**src/hw/rtl/mm64_pkg.sv**
```systemverilog
package mm64_pkg;

  // MurmurHash64A constants
  localparam logic [63:0] MixMul    = 64'hc6a4_a793_5bd1_e995;
  localparam int unsigned MixShift  = 47;
  localparam logic [63:0] SeedReset = 64'hdeca_fbad_deca_fbad;

  // Halves of the multiplier for the 32x32 partial products
  localparam logic [31:0] MulLo = MixMul[31:0];
  localparam logic [31:0] MulHi = MixMul[63:32];

  // Datapath operation: selects the multiplier operand and the writeback
  typedef enum logic [2:0] {
    OP_LEN,   // a = length,        h = seed ^ p
    OP_WORD,  // a = word,          k = p ^ (p >> 47)
    OP_K,     // a = k,             h = h ^ p
    OP_H,     // a = h,             h = p
    OP_PART,  // a = h ^ tail,      h = p
    OP_FIN    // a = h ^ (h >> 47), h = p ^ (p >> 47)
  } op_e;

  // Controller to datapath
  typedef struct packed {
    logic load_in;
    logic mul_req;
    op_e  op;
    logic load_out;
  } mm64_cmd_t;

  // Datapath to controller
  typedef struct packed {
    logic mul_done;
    logic out_busy;
  } mm64_status_t;

endpackage

```
**src/hw/rtl/mm64_mul.sv**
```systemverilog
module mm64_mul (
  input  logic        clk_i,
  input  logic        rst_ni,
  input  logic        start_i,
  input  logic [63:0] a_i,
  output logic        done_o,
  output logic [63:0] product_o
);
  import mm64_pkg::*;

  // Partial product sequence: low*low, high*low, low*high
  typedef enum logic [1:0] {
    STEP_LL,
    STEP_HL,
    STEP_LH
  } step_e;

  logic        busy_q, busy_d;
  step_e       step_q, step_d;
  logic [63:0] a_q, a_d;
  logic [63:0] res_q, res_d;
  logic [31:0] op_x, op_y;
  logic [63:0] pp;
  logic [63:0] res_next;

  // Operand selection for the shared 32x32 multiplier
  always_comb begin
    op_x = a_q[31:0];
    op_y = MulLo;
    unique case (step_q)
      STEP_LL: begin
        op_x = a_q[31:0];
        op_y = MulLo;
      end
      STEP_HL: begin
        op_x = a_q[63:32];
        op_y = MulLo;
      end
      STEP_LH: begin
        op_x = a_q[31:0];
        op_y = MulHi;
      end
      default: begin
        op_x = a_q[31:0];
        op_y = MulLo;
      end
    endcase
  end

  assign pp = 64'(op_x) * 64'(op_y);

  // Cross terms only reach the upper half of the truncated product
  always_comb begin
    if (step_q == STEP_LL) begin
      res_next = pp;
    end else begin
      res_next = res_q + {pp[31:0], 32'b0};
    end
  end

  assign done_o    = busy_q && (step_q == STEP_LH);
  assign product_o = res_next;

  // Step sequencing
  always_comb begin
    busy_d = busy_q;
    step_d = step_q;
    a_d    = a_q;
    res_d  = res_q;
    if (!busy_q) begin
      if (start_i) begin
        busy_d = 1'b1;
        step_d = STEP_LL;
        a_d    = a_i;
      end
    end else begin
      res_d = res_next;
      unique case (step_q)
        STEP_LL: step_d = STEP_HL;
        STEP_HL: step_d = STEP_LH;
        STEP_LH: begin
          step_d = STEP_LL;
          busy_d = 1'b0;
        end
        default: begin
          step_d = STEP_LL;
          busy_d = 1'b0;
        end
      endcase
    end
  end

  always_ff @(posedge clk_i or negedge rst_ni) begin
    if (!rst_ni) begin
      busy_q <= 1'b0;
      step_q <= STEP_LL;
    end else begin
      busy_q <= busy_d;
      step_q <= step_d;
    end
  end

  always_ff @(posedge clk_i) begin
    a_q   <= a_d;
    res_q <= res_d;
  end

endmodule

```
**src/hw/rtl/mm64_datapath.sv**
```systemverilog
module mm64_datapath (
  input  logic                   clk_i,
  input  logic                   rst_ni,
  input  mm64_pkg::mm64_cmd_t    cmd_i,
  output mm64_pkg::mm64_status_t status_o,
  input  logic                   hash_seed_we_i,
  input  logic [63:0]            hash_seed_i,
  input  logic [31:0]            message_length_i,
  input  logic [63:0]            data_word_i,
  input  logic [3:0]             byte_count_i,
  output logic                   out_valid_o,
  input  logic                   out_stall_i,
  output logic [63:0]            hash_value_o
);
  import mm64_pkg::*;

  logic [63:0] seed_q;
  logic [63:0] h_q, h_d;
  logic [63:0] k_q, k_d;
  logic [31:0] len_q;
  logic [63:0] word_q;
  logic [3:0]  cnt_q;
  logic        out_valid_q;
  logic [63:0] hash_q;

  logic [63:0] tail;
  logic [63:0] mul_a;
  logic        mul_done;
  logic [63:0] prod;

  // Keep only the bytes below the count of a partial word
  always_comb begin
    for (int i = 0; i < 8; i++) begin
      tail[8*i +: 8] = (4'(i) < cnt_q) ? word_q[8*i +: 8] : 8'h00;
    end
  end

  // Multiplier operand
  always_comb begin
    mul_a = h_q;
    unique case (cmd_i.op)
      OP_LEN:  mul_a = {32'b0, len_q};
      OP_WORD: mul_a = word_q;
      OP_K:    mul_a = k_q;
      OP_H:    mul_a = h_q;
      OP_PART: mul_a = h_q ^ tail;
      OP_FIN:  mul_a = h_q ^ (h_q >> MixShift);
      default: mul_a = h_q;
    endcase
  end

  mm64_mul u_mul (
    .clk_i     (clk_i),
    .rst_ni    (rst_ni),
    .start_i   (cmd_i.mul_req),
    .a_i       (mul_a),
    .done_o    (mul_done),
    .product_o (prod)
  );

  // Writeback of the finished product
  always_comb begin
    h_d = h_q;
    k_d = k_q;
    if (mul_done) begin
      unique case (cmd_i.op)
        OP_LEN:  h_d = seed_q ^ prod;
        OP_WORD: k_d = prod ^ (prod >> MixShift);
        OP_K:    h_d = h_q ^ prod;
        OP_H:    h_d = prod;
        OP_PART: h_d = prod;
        OP_FIN:  h_d = prod ^ (prod >> MixShift);
        default: h_d = h_q;
      endcase
    end
  end

  // Seed register and accumulator
  always_ff @(posedge clk_i or negedge rst_ni) begin
    if (!rst_ni) begin
      seed_q <= SeedReset;
      h_q    <= '0;
    end else begin
      if (hash_seed_we_i) begin
        seed_q <= hash_seed_i;
      end
      h_q <= h_d;
    end
  end

  // Input beat capture and mix word
  always_ff @(posedge clk_i) begin
    k_q <= k_d;
    if (cmd_i.load_in) begin
      len_q  <= message_length_i;
      word_q <= data_word_i;
      cnt_q  <= byte_count_i;
    end
  end

  // Output register
  always_ff @(posedge clk_i or negedge rst_ni) begin
    if (!rst_ni) begin
      out_valid_q <= 1'b0;
    end else if (cmd_i.load_out) begin
      out_valid_q <= 1'b1;
    end else if (!out_stall_i) begin
      out_valid_q <= 1'b0;
    end
  end

  always_ff @(posedge clk_i) begin
    if (cmd_i.load_out) begin
      hash_q <= h_q;
    end
  end

  assign out_valid_o       = out_valid_q;
  assign hash_value_o      = hash_q;
  assign status_o.mul_done = mul_done;
  assign status_o.out_busy = out_valid_q && out_stall_i;

endmodule

```
**src/hw/rtl/mm64_ctrl.sv**
```systemverilog
module mm64_ctrl (
  input  logic                   clk_i,
  input  logic                   rst_ni,
  input  logic                   in_valid_i,
  output logic                   in_stall_o,
  input  logic                   first_word_i,
  input  logic [3:0]             byte_count_i,
  input  logic                   last_word_i,
  output mm64_pkg::mm64_cmd_t    cmd_o,
  input  mm64_pkg::mm64_status_t status_i
);
  import mm64_pkg::*;

  typedef enum logic [2:0] {
    S_IDLE,
    S_LEN,
    S_WORD,
    S_K,
    S_H,
    S_PART,
    S_FIN,
    S_OUT
  } state_e;

  state_e state_q;
  logic   full_q;
  logic   part_q;
  logic   last_q;
  logic   in_msg_q;

  logic   acc_full;
  logic   acc_part;
  logic   acc_last;

  // Step that follows the seed load, or the acceptance of a later beat
  function automatic state_e mix_route(logic full, logic part, logic last);
    state_e nxt;
    if (full) begin
      nxt = S_WORD;
    end else if (part) begin
      nxt = S_PART;
    end else if (last) begin
      nxt = S_FIN;
    end else begin
      nxt = S_IDLE;
    end
    return nxt;
  endfunction

  // Decode of the accepted beat; counts above eight act as a full word
  assign acc_full = byte_count_i[3];
  assign acc_part = !byte_count_i[3] && (byte_count_i != 4'd0);
  assign acc_last = last_word_i || acc_part;

  // Sequencer
  always_ff @(posedge clk_i or negedge rst_ni) begin
    if (!rst_ni) begin
      state_q  <= S_IDLE;
      full_q   <= 1'b0;
      part_q   <= 1'b0;
      last_q   <= 1'b0;
      in_msg_q <= 1'b0;
    end else begin
      unique case (state_q)
        S_IDLE: begin
          if (in_valid_i) begin
            full_q <= acc_full;
            part_q <= acc_part;
            last_q <= acc_last;
            if (first_word_i) begin
              in_msg_q <= 1'b1;
              state_q  <= S_LEN;
            end else if (in_msg_q) begin
              state_q <= mix_route(acc_full, acc_part, acc_last);
            end
          end
        end
        S_LEN: begin
          if (status_i.mul_done) begin
            state_q <= mix_route(full_q, part_q, last_q);
          end
        end
        S_WORD: begin
          if (status_i.mul_done) begin
            state_q <= S_K;
          end
        end
        S_K: begin
          if (status_i.mul_done) begin
            state_q <= S_H;
          end
        end
        S_H: begin
          if (status_i.mul_done) begin
            state_q <= last_q ? S_FIN : S_IDLE;
          end
        end
        S_PART: begin
          if (status_i.mul_done) begin
            state_q <= S_FIN;
          end
        end
        S_FIN: begin
          if (status_i.mul_done) begin
            state_q <= S_OUT;
          end
        end
        S_OUT: begin
          // wait for the previous hash to leave the output register
          if (!status_i.out_busy) begin
            in_msg_q <= 1'b0;
            state_q  <= S_IDLE;
          end
        end
        default: state_q <= S_IDLE;
      endcase
    end
  end

  // Commands
  always_comb begin
    cmd_o.load_in  = 1'b0;
    cmd_o.mul_req  = 1'b0;
    cmd_o.op       = OP_H;
    cmd_o.load_out = 1'b0;
    unique case (state_q)
      S_IDLE: cmd_o.load_in = in_valid_i;
      S_LEN: begin
        cmd_o.mul_req = 1'b1;
        cmd_o.op      = OP_LEN;
      end
      S_WORD: begin
        cmd_o.mul_req = 1'b1;
        cmd_o.op      = OP_WORD;
      end
      S_K: begin
        cmd_o.mul_req = 1'b1;
        cmd_o.op      = OP_K;
      end
      S_H: begin
        cmd_o.mul_req = 1'b1;
        cmd_o.op      = OP_H;
      end
      S_PART: begin
        cmd_o.mul_req = 1'b1;
        cmd_o.op      = OP_PART;
      end
      S_FIN: begin
        cmd_o.mul_req = 1'b1;
        cmd_o.op      = OP_FIN;
      end
      S_OUT: cmd_o.load_out = !status_i.out_busy;
      default: cmd_o.load_in = 1'b0;
    endcase
  end

  assign in_stall_o = (state_q != S_IDLE);

endmodule

```
**src/hw/rtl/murmur64a_stream_hasher_core.sv**
```systemverilog
// Channel  | Handshake                 | Payload
// ---------+---------------------------+-------------------------------------------
// input    | in_valid_i / in_stall_o   | first_word_i, message_length_i,
//          |                           | data_word_i, byte_count_i, last_word_i
// output   | out_valid_o / out_stall_i | hash_value_o
// config   | hash_seed_we_i            | hash_seed_i
//
// One beat is in work at a time. Every 64-bit multiply by the mix constant
// runs on a single shared 32x32 multiplier (three partial products).
// A full middle word takes three multiplies; a last beat adds the finalize
// multiply and the output load. A partial last beat takes its tail multiply,
// the finalize multiply and the output load, an empty last beat only the last
// two. Any first beat also adds the multiply for the seed load.
// Reset clears the sequencer and the output valid and loads the default seed.
// A stalled result holds in the output register; the next beat is still
// taken and only its own result waits for the register to free up.
module murmur64a_stream_hasher_core (
  input  logic        clk_i,
  input  logic        rst_ni,
  input  logic        hash_seed_we_i,
  input  logic [63:0] hash_seed_i,
  input  logic        in_valid_i,
  output logic        in_stall_o,
  input  logic        first_word_i,
  input  logic [31:0] message_length_i,
  input  logic [63:0] data_word_i,
  input  logic [3:0]  byte_count_i,
  input  logic        last_word_i,
  output logic        out_valid_o,
  input  logic        out_stall_i,
  output logic [63:0] hash_value_o
);
  import mm64_pkg::*;

  mm64_cmd_t    cmd;
  mm64_status_t status;

  mm64_ctrl u_ctrl (
    .clk_i        (clk_i),
    .rst_ni       (rst_ni),
    .in_valid_i   (in_valid_i),
    .in_stall_o   (in_stall_o),
    .first_word_i (first_word_i),
    .byte_count_i (byte_count_i),
    .last_word_i  (last_word_i),
    .cmd_o        (cmd),
    .status_i     (status)
  );

  mm64_datapath u_datapath (
    .clk_i            (clk_i),
    .rst_ni           (rst_ni),
    .cmd_i            (cmd),
    .status_o         (status),
    .hash_seed_we_i   (hash_seed_we_i),
    .hash_seed_i      (hash_seed_i),
    .message_length_i (message_length_i),
    .data_word_i      (data_word_i),
    .byte_count_i     (byte_count_i),
    .out_valid_o      (out_valid_o),
    .out_stall_i      (out_stall_i),
    .hash_value_o     (hash_value_o)
  );

  // A multiply only completes while the sequencer is asking for one
  assert property (@(posedge clk_i) disable iff (!rst_ni)
    status.mul_done |-> cmd.mul_req)
    else $error("multiplier finished outside a multiply step");

  // A new hash never overwrites one that is still being held
  assert property (@(posedge clk_i) disable iff (!rst_ni)
    cmd.load_out |-> !(out_valid_o && out_stall_i))
    else $error("output register overwritten while stalled");

  // A first beat always starts work, so the input stalls next cycle
  assert property (@(posedge clk_i) disable iff (!rst_ni)
    (in_valid_i && !in_stall_o && first_word_i) |=> in_stall_o)
    else $error("first beat accepted without starting the seed load");

endmodule

```
**config.mk**
```make
export PLATFORM = sky130hd
export DESIGN_NAME = murmur64a_stream_hasher_core
export DESIGN_NICKNAME = d
export VERILOG_FILES = /design/src/hw/rtl/mm64_pkg.sv /design/src/hw/rtl/mm64_mul.sv /design/src/hw/rtl/mm64_datapath.sv /design/src/hw/rtl/mm64_ctrl.sv /design/src/hw/rtl/murmur64a_stream_hasher_core.sv
export SDC_FILE = /design/constraint.sdc
export NUM_CORES = 2
export LEC_CHECK = 0
export BUFFER_PORTS_ARGS = -buffer_cell sky130_fd_sc_hd__buf_2
export CORE_ASPECT_RATIO = 1.25
export CORE_UTILIZATION = 50
export CTS_CLUSTER_DIAMETER = 100
export DETAILED_ROUTE_END_ITERATION = 12
export GPL_ROUTABILITY_DRIVEN = 1
export PLACE_DENSITY = 0.67
export SYNTH_ARGS = -nofsm -noshare
export SYNTH_HDL_FRONTEND = slang
export SYNTH_HIERARCHICAL = 1
export SYNTH_SLANG_ARGS = --single-unit
```
**constraint.sdc**
```tcl
create_clock -name clk_i -period 17.18 [get_ports clk_i]
set_input_delay 4.295 -clock clk_i [delete_from_list [all_inputs] [get_ports clk_i]]
set_output_delay 4.295 -clock clk_i [all_outputs]
set_load 0.005 [all_outputs]
```
# Word-level counts from Yosys, hierarchy flattened
# Index checks and enable logic that the tools add are counted.
# W data, S select, Z words.
[word_totals]
ff_bits = 495
elab_cells = 125
[classes]
addsub = 1
n_mul = 1
order_cmp = 8
eq_ne = 25
mux = 45
n_bitwise = 6
n_reduce_logical = 22
[op_table]
columns = ["operator", "count"]
rows = [
  ["$pmux W64 S5", 1],
  ["$pmux W64 S4", 1],
  ["$xor A64 B64 Y64", 3],
  ["$xor A64 B17 Y64", 2],
  ["$add A64 B64 Y64", 1],
  ["$mul A32 B32 Y64", 1],
  ["$mux W32", 2],
  ["$mux W64", 1],
  ["$mux W8", 8],
  ["$mux W3", 16],
  ["$pmux W3 S8", 1],
  ["$pmux W4 S6", 1],
  ["$eq A3 B3 Y1 const B", 6],
  ["$lt A3 B4 Y1 const A", 4],
  ["$ne A2 B1 Y1 const B", 7],
  ["$eq A3 B2 Y1 const B", 4],
  ["$mux W1", 10],
  ["$reduce_and A9 Y1", 1],
  ["$lt A1 B4 Y1 const A", 2],
  ["$lt A2 B4 Y1 const A", 2],
  ["$reduce_and A2 Y1", 4],
  ["$reduce_bool A4 Y1", 2],
  ["$eq A3 B1 Y1 const B", 2],
  ["$logic_not A3 Y1", 2],
  ["other kinds (16)", 24],
]

# Longest topological paths before layout
[depth]
depth_word = 10
mapped_depth = 43
depth_no_buf = 43

# By module
# The synthesis kept the hierarchy.
[modules_own_cells]
columns = ["module", "n_inst", "cells_per_inst", "area_per_inst_um2", "seq_area_each_um2"]
rows = [
  ["mm64_mul", 1, 3057, 30753.2, 3918.8],
  ["mm64_datapath", 1, 1683, 18317.6, 10129.7],
  ["mm64_ctrl", 1, 71, 625.6, 175.2],
]

# Least setup slack after synthesis
# Ideal clock, no wire load.
[synth_path]
path_kind = "register -> register"
start = "register u_datapath.u_mul.step_q[0]"
end = "register u_datapath.h_q[13]"
arrival_ps = 10078
slack_ps = 6964
stages_incl_launch_ff = 39
path_buffers = 3
cell_sequence = "dfrtp_1 -> inv_1 -> nor2_1 -> buf_2 -> buf_2 -> mux2i_1 -> inv_1 -> nand2_1 -> inv_1 -> ha_1 -> inv_1 -> fa_1 -> inv_1 -> fa_1 -> inv_1 -> fa_1 -> inv_1 -> fa_1 -> [... 3 more ...] -> ha_1 -> buf_4 -> and4_1 -> nand2_1 -> o2bb2ai_1 -> or3_1 -> xor2_1 -> ha_1 -> a21o_1 -> a2111oi_0 -> a21boi_0 -> a21oi_1 -> xnor2_1 -> o21ai_0 -> nor3b_1 -> o211ai_1 -> a211oi_1 -> o32ai_1"
[synth_via]
elab_chain_cells = 7
elab_cells_between_ends = 14
cone_classes = "1 x add/sub; 1 x mul; 2 x eq/ne; 4 x mux; 3 x bitwise; 3 x reduce/logical"
[synth_lines]
columns = ["item", "line_no", "source"]
rows = [
  ["from (decl)", "mm64_mul.sv:19", "step_e step_q, step_d;"],
  ["from (signal assigned)", "mm64_mul.sv:99", "step_q <= step_d;"],
  ["$eq A2 B1 Y1 or $eq A2 B2 Y1 (tied branches)", "mm64_mul.sv:30", "unique case (step_q)"],
  ["$mux W32", "mm64_mul.sv:30", ""],
  ["$mul A32 B32 Y64", "mm64_mul.sv:50", "assign pp = 64'(op_x) * 64'(op_y);"],
  ["$add A64 B64 Y64", "mm64_mul.sv:57", "res_next = res_q + {pp[31:0], 32'b0};"],
  ["$mux W64 (*)", "mm64_mul.sv:54", "if (step_q == STEP_LL) begin"],
  ["net u_datapath.prod[60]", "mm64_datapath.sv:29", "logic [63:0] prod;"],
  ["$xor A64 B17 Y64 (*)", "mm64_datapath.sv:72", "OP_FIN: h_d = prod ^ (prod >> MixShift);"],
  ["$pmux W64 S4 (*)", "mm64_datapath.sv:66", "unique case (cmd_i.op)"],
  ["to (signal assigned)", "mm64_datapath.sv:82", "h_q <= '0;"],
  ["to (signal assigned)", "mm64_datapath.sv:87", "h_q <= h_d;"],
  ["to (decl)", "mm64_datapath.sv:18", "logic [63:0] h_q, h_d;"],
]
# The timed path passes the listed nets; every way through them passes the cells marked *.
# A chain may end at the register's enable or synchronous reset.

# Worst setup path after layout
# Same ends and word-level chain as after synthesis.

==> results_dict.tcl <==
set metrics [dict create \
    multi_input_area_sq_um 31600 \
    cts_hold_buf 0 \
    numCtsBuffers 43 \
    dr.first_iter.drc_count 3618 \
    skew_ps 26.8 \
    synthFlopType "edfxtp_1" \
    die_area_sq_um 101000 \
    worstMarginPinSlew_ps 1220 \
    post-route-drc-count 0 \
    core_sq_um 98000 \
    period_needed_ps 12510 \
    start_util 0.507 \
    drt_wl_total_microns 171000 \
    die_y_microns 354 \
    place.gp.congestion 1.01 \
    postSynthCellCount 4811 \
    antenna_found_initial 5 \
    cp_slowest_cell "mux2i_1" \
    pre_cts_ws_ps 5090 \
    crit_path_max_fanout 32 \
    synth_seq_area_share 0.286 \
    yosys-top-cells-count "815 x inv_1, 607 x fa_1, 436 x ha_1" \
    synth_edf_count 356 \
    timing.fmax_ghz 0.0799 \
    cp-end-kind "flop" \
    rows 128 \
    yosysWarnings 6 \
    clkTransAtPathRegs_ps 70 \
    hold_viol 0 \
    finalCritPeriodShare 0.728 \
    area_growth_pct 7.78 \
    startpoint_type "flop" \
    postCtsSetupBuffers 0 \
    vias 37500 \
    dr.pass1.iters 6 \
    die_w_microns 284 \
    critPathArrivalTime_ps 12950 \
    grt_max_degree 87 \
    regArea_sq_um 14200 \
    post_synth_num_cell_types 106 \
    relSlewSlack 0.184 \
    hold_class "flop to flop" \
    ys_seq_elements 495 \
    synth_area_leaders "fa_1 24%, edfxtp_1 22%, ha_1 11%" \
    synth_top_area_frac 0.245 \
    dp_hpwl_microns 138000 \
    htreeDepth 2 \
    slowest_delay_ps 880 \
    setup_violations 0 \
    drv_cap 0 \
    grtUsageTotal 0.342 \
    netlist_area_sq_um 49700 \
    status "complete, no violations" \
    cts_tree "done" \
    finalSetupTns_ps 0 \
    clk_latency_ps 600 \
    layout_setup_ws_ps 4670 \
    cp_common_cell "ha_1" \
    timing.setup.critical_path_class "flop to flop" \
    routedWlPerCell_microns 27.2 \
    cts_resized 0 \
    path_delay_family "adder cells" \
    slew_viol_final 0 \
    required_ps 17620 \
    avgSynthCellArea_sq_um 10.3 \
    grt_pass1_vias 38600 \
    worst-path-buf-inv 4 \
    yosysTopAreaCell "fa_1" \
    cts_sinks 495 \
    ios 237 \
    finalNetCount 6146 \
    drive_gt1_frac 0.113 \
    synth-async-reset-ratio 0.281 \
    io_buffers 236 \
    gr-total-overflow 0 \
    rsz0062_at_grt "false" \
    yosysMostFrequentCell "inv_1" \
    fill_cells 8709 \
    via_per_inst 5.98 \
    cts-root-buf "clkbuf_16" \
    grt_pass1_wl_microns 253000 \
    cts_buffer_depth 3 \
    ant_nets 0 \
]
-- worst min-delay path, stage by stage (launching register included) --
cell and delay [ps]:
dfrtp_1 340, a31oi_1 40, nor2_1 70
-- layout make-up --
type                            instances  area share
Multi-Input combinational cell       3290       0.589
Sequential cell                       495       0.266
Inverter                              817      0.0573
Tap cell                             1300      0.0304
Timing Repair Buffer                  285      0.0290
Clock buffer                           58      0.0221
Clock inverter                         22     0.00642
Antenna cell                            3    0.000140
-- flip-flops by register name, indices dropped and copies added, names as in the netlist, 3 cells and up --
register,flops
u_ctrl/state_q,3
u_datapath/cnt_q,4
u_datapath/h_q,64
u_datapath/hash_value_o,64
u_datapath/k_q,64
u_datapath/len_q,32
u_datapath/seed_q,64
u_datapath/u_mul/a_q,64
u_datapath/u_mul/res_q,64
u_datapath/word_q,64
-- placed cells by master, fill, tap and decap left out, drive strengths merged, types with 59 or more instances in the layout --
master | Yosys | layout
edfxtp | 356 | 356
buf | 77 | 285
and2 | 60 | 60
xor2 | 59 | 59
ha | 436 | 436
nand2 | 341 | 341
xnor2 | 84 | 84
nor2 | 221 | 221
nor3 | 88 | 88
mux2 | 79 | 79
nand3 | 68 | 68
o21ai | 273 | 273
a21o | 59 | 59
inv | 817 | 820
nor2b | 70 | 70
nand4 | 63 | 63
fa | 607 | 607
a21oi | 199 | 199
dfrtp | 95 | 95
-- final timing paths --
| path | cells after the start | slack (ps) | end | from |
|---|---|---|---|---|
| worst max-delay path | 38 | 4670 | u_datapath/h_q[13] | u_datapath/u_mul/step_q[0] |
| worst min-delay path | 2 | 490 | u_ctrl/in_msg_q | u_ctrl/in_msg_q |
| worst max register to register | 38 | 4670 | u_datapath/h_q[13] | u_datapath/u_mul/step_q[0] |
| worst min register to register | 2 | 490 | u_ctrl/in_msg_q | u_ctrl/in_msg_q |
| max in group asynchronous | 2 | 11860 | u_datapath/u_mul/busy_q | rst_ni |
| min in group asynchronous | 1 | 3730 | u_datapath/h_q[21] | rst_ni |
-- stage by stage --
| stage | util | hold slack [ps] | instance area (sq um) | std cells |
|---|---|---|---|---|
| floorplan | - | 423 | 49700 | 4814 |
| global placement | 0.531 | 469 | 52000 | 6186 |
| detailed placement | 0.531 | 478 | 52000 | 6186 |
| CTS | 0.546 | 496 | 53600 | 6266 |
| global route | 0.546 | 524 | 53600 | 6270 |
| finish | 0.546 | 494 | 53600 | 6270 |
-- per-layer routing --
| layer | GRT usage | up-vias | routed length (microns) |
|---|---|---|---|
| li1 | - | 16400 | - |
| met1 | 0.422 | 18800 | 63300 |
| met2 | 0.583 | 1843 | 83800 |
| met3 | 0.0439 | 392 | 12200 |
| met4 | 0.190 | 4 | 11200 |
| met5 | 0 | - | 28 |
-- logic make-up after synthesis --
| family | count (synthesis) | synth area share |
|---|---|---|
| and+or+nand+nor | 1092 | 0.109 |
| other | 2 | 0.000151 |
| xor gates and xnor gates | 143 | 0.0252 |
| adders and majority gates | 1043 | 0.354 |
| AOI/OAI and AO/OA | 875 | 0.115 |
| DFF | 495 | 0.286 |
| buffers and inverters | 1029 | 0.0811 |
| muxes | 132 | 0.0287 |
Power is not shown: default switching activity piles up to over one toggle a cycle in this logic, so the estimate is an artifact.
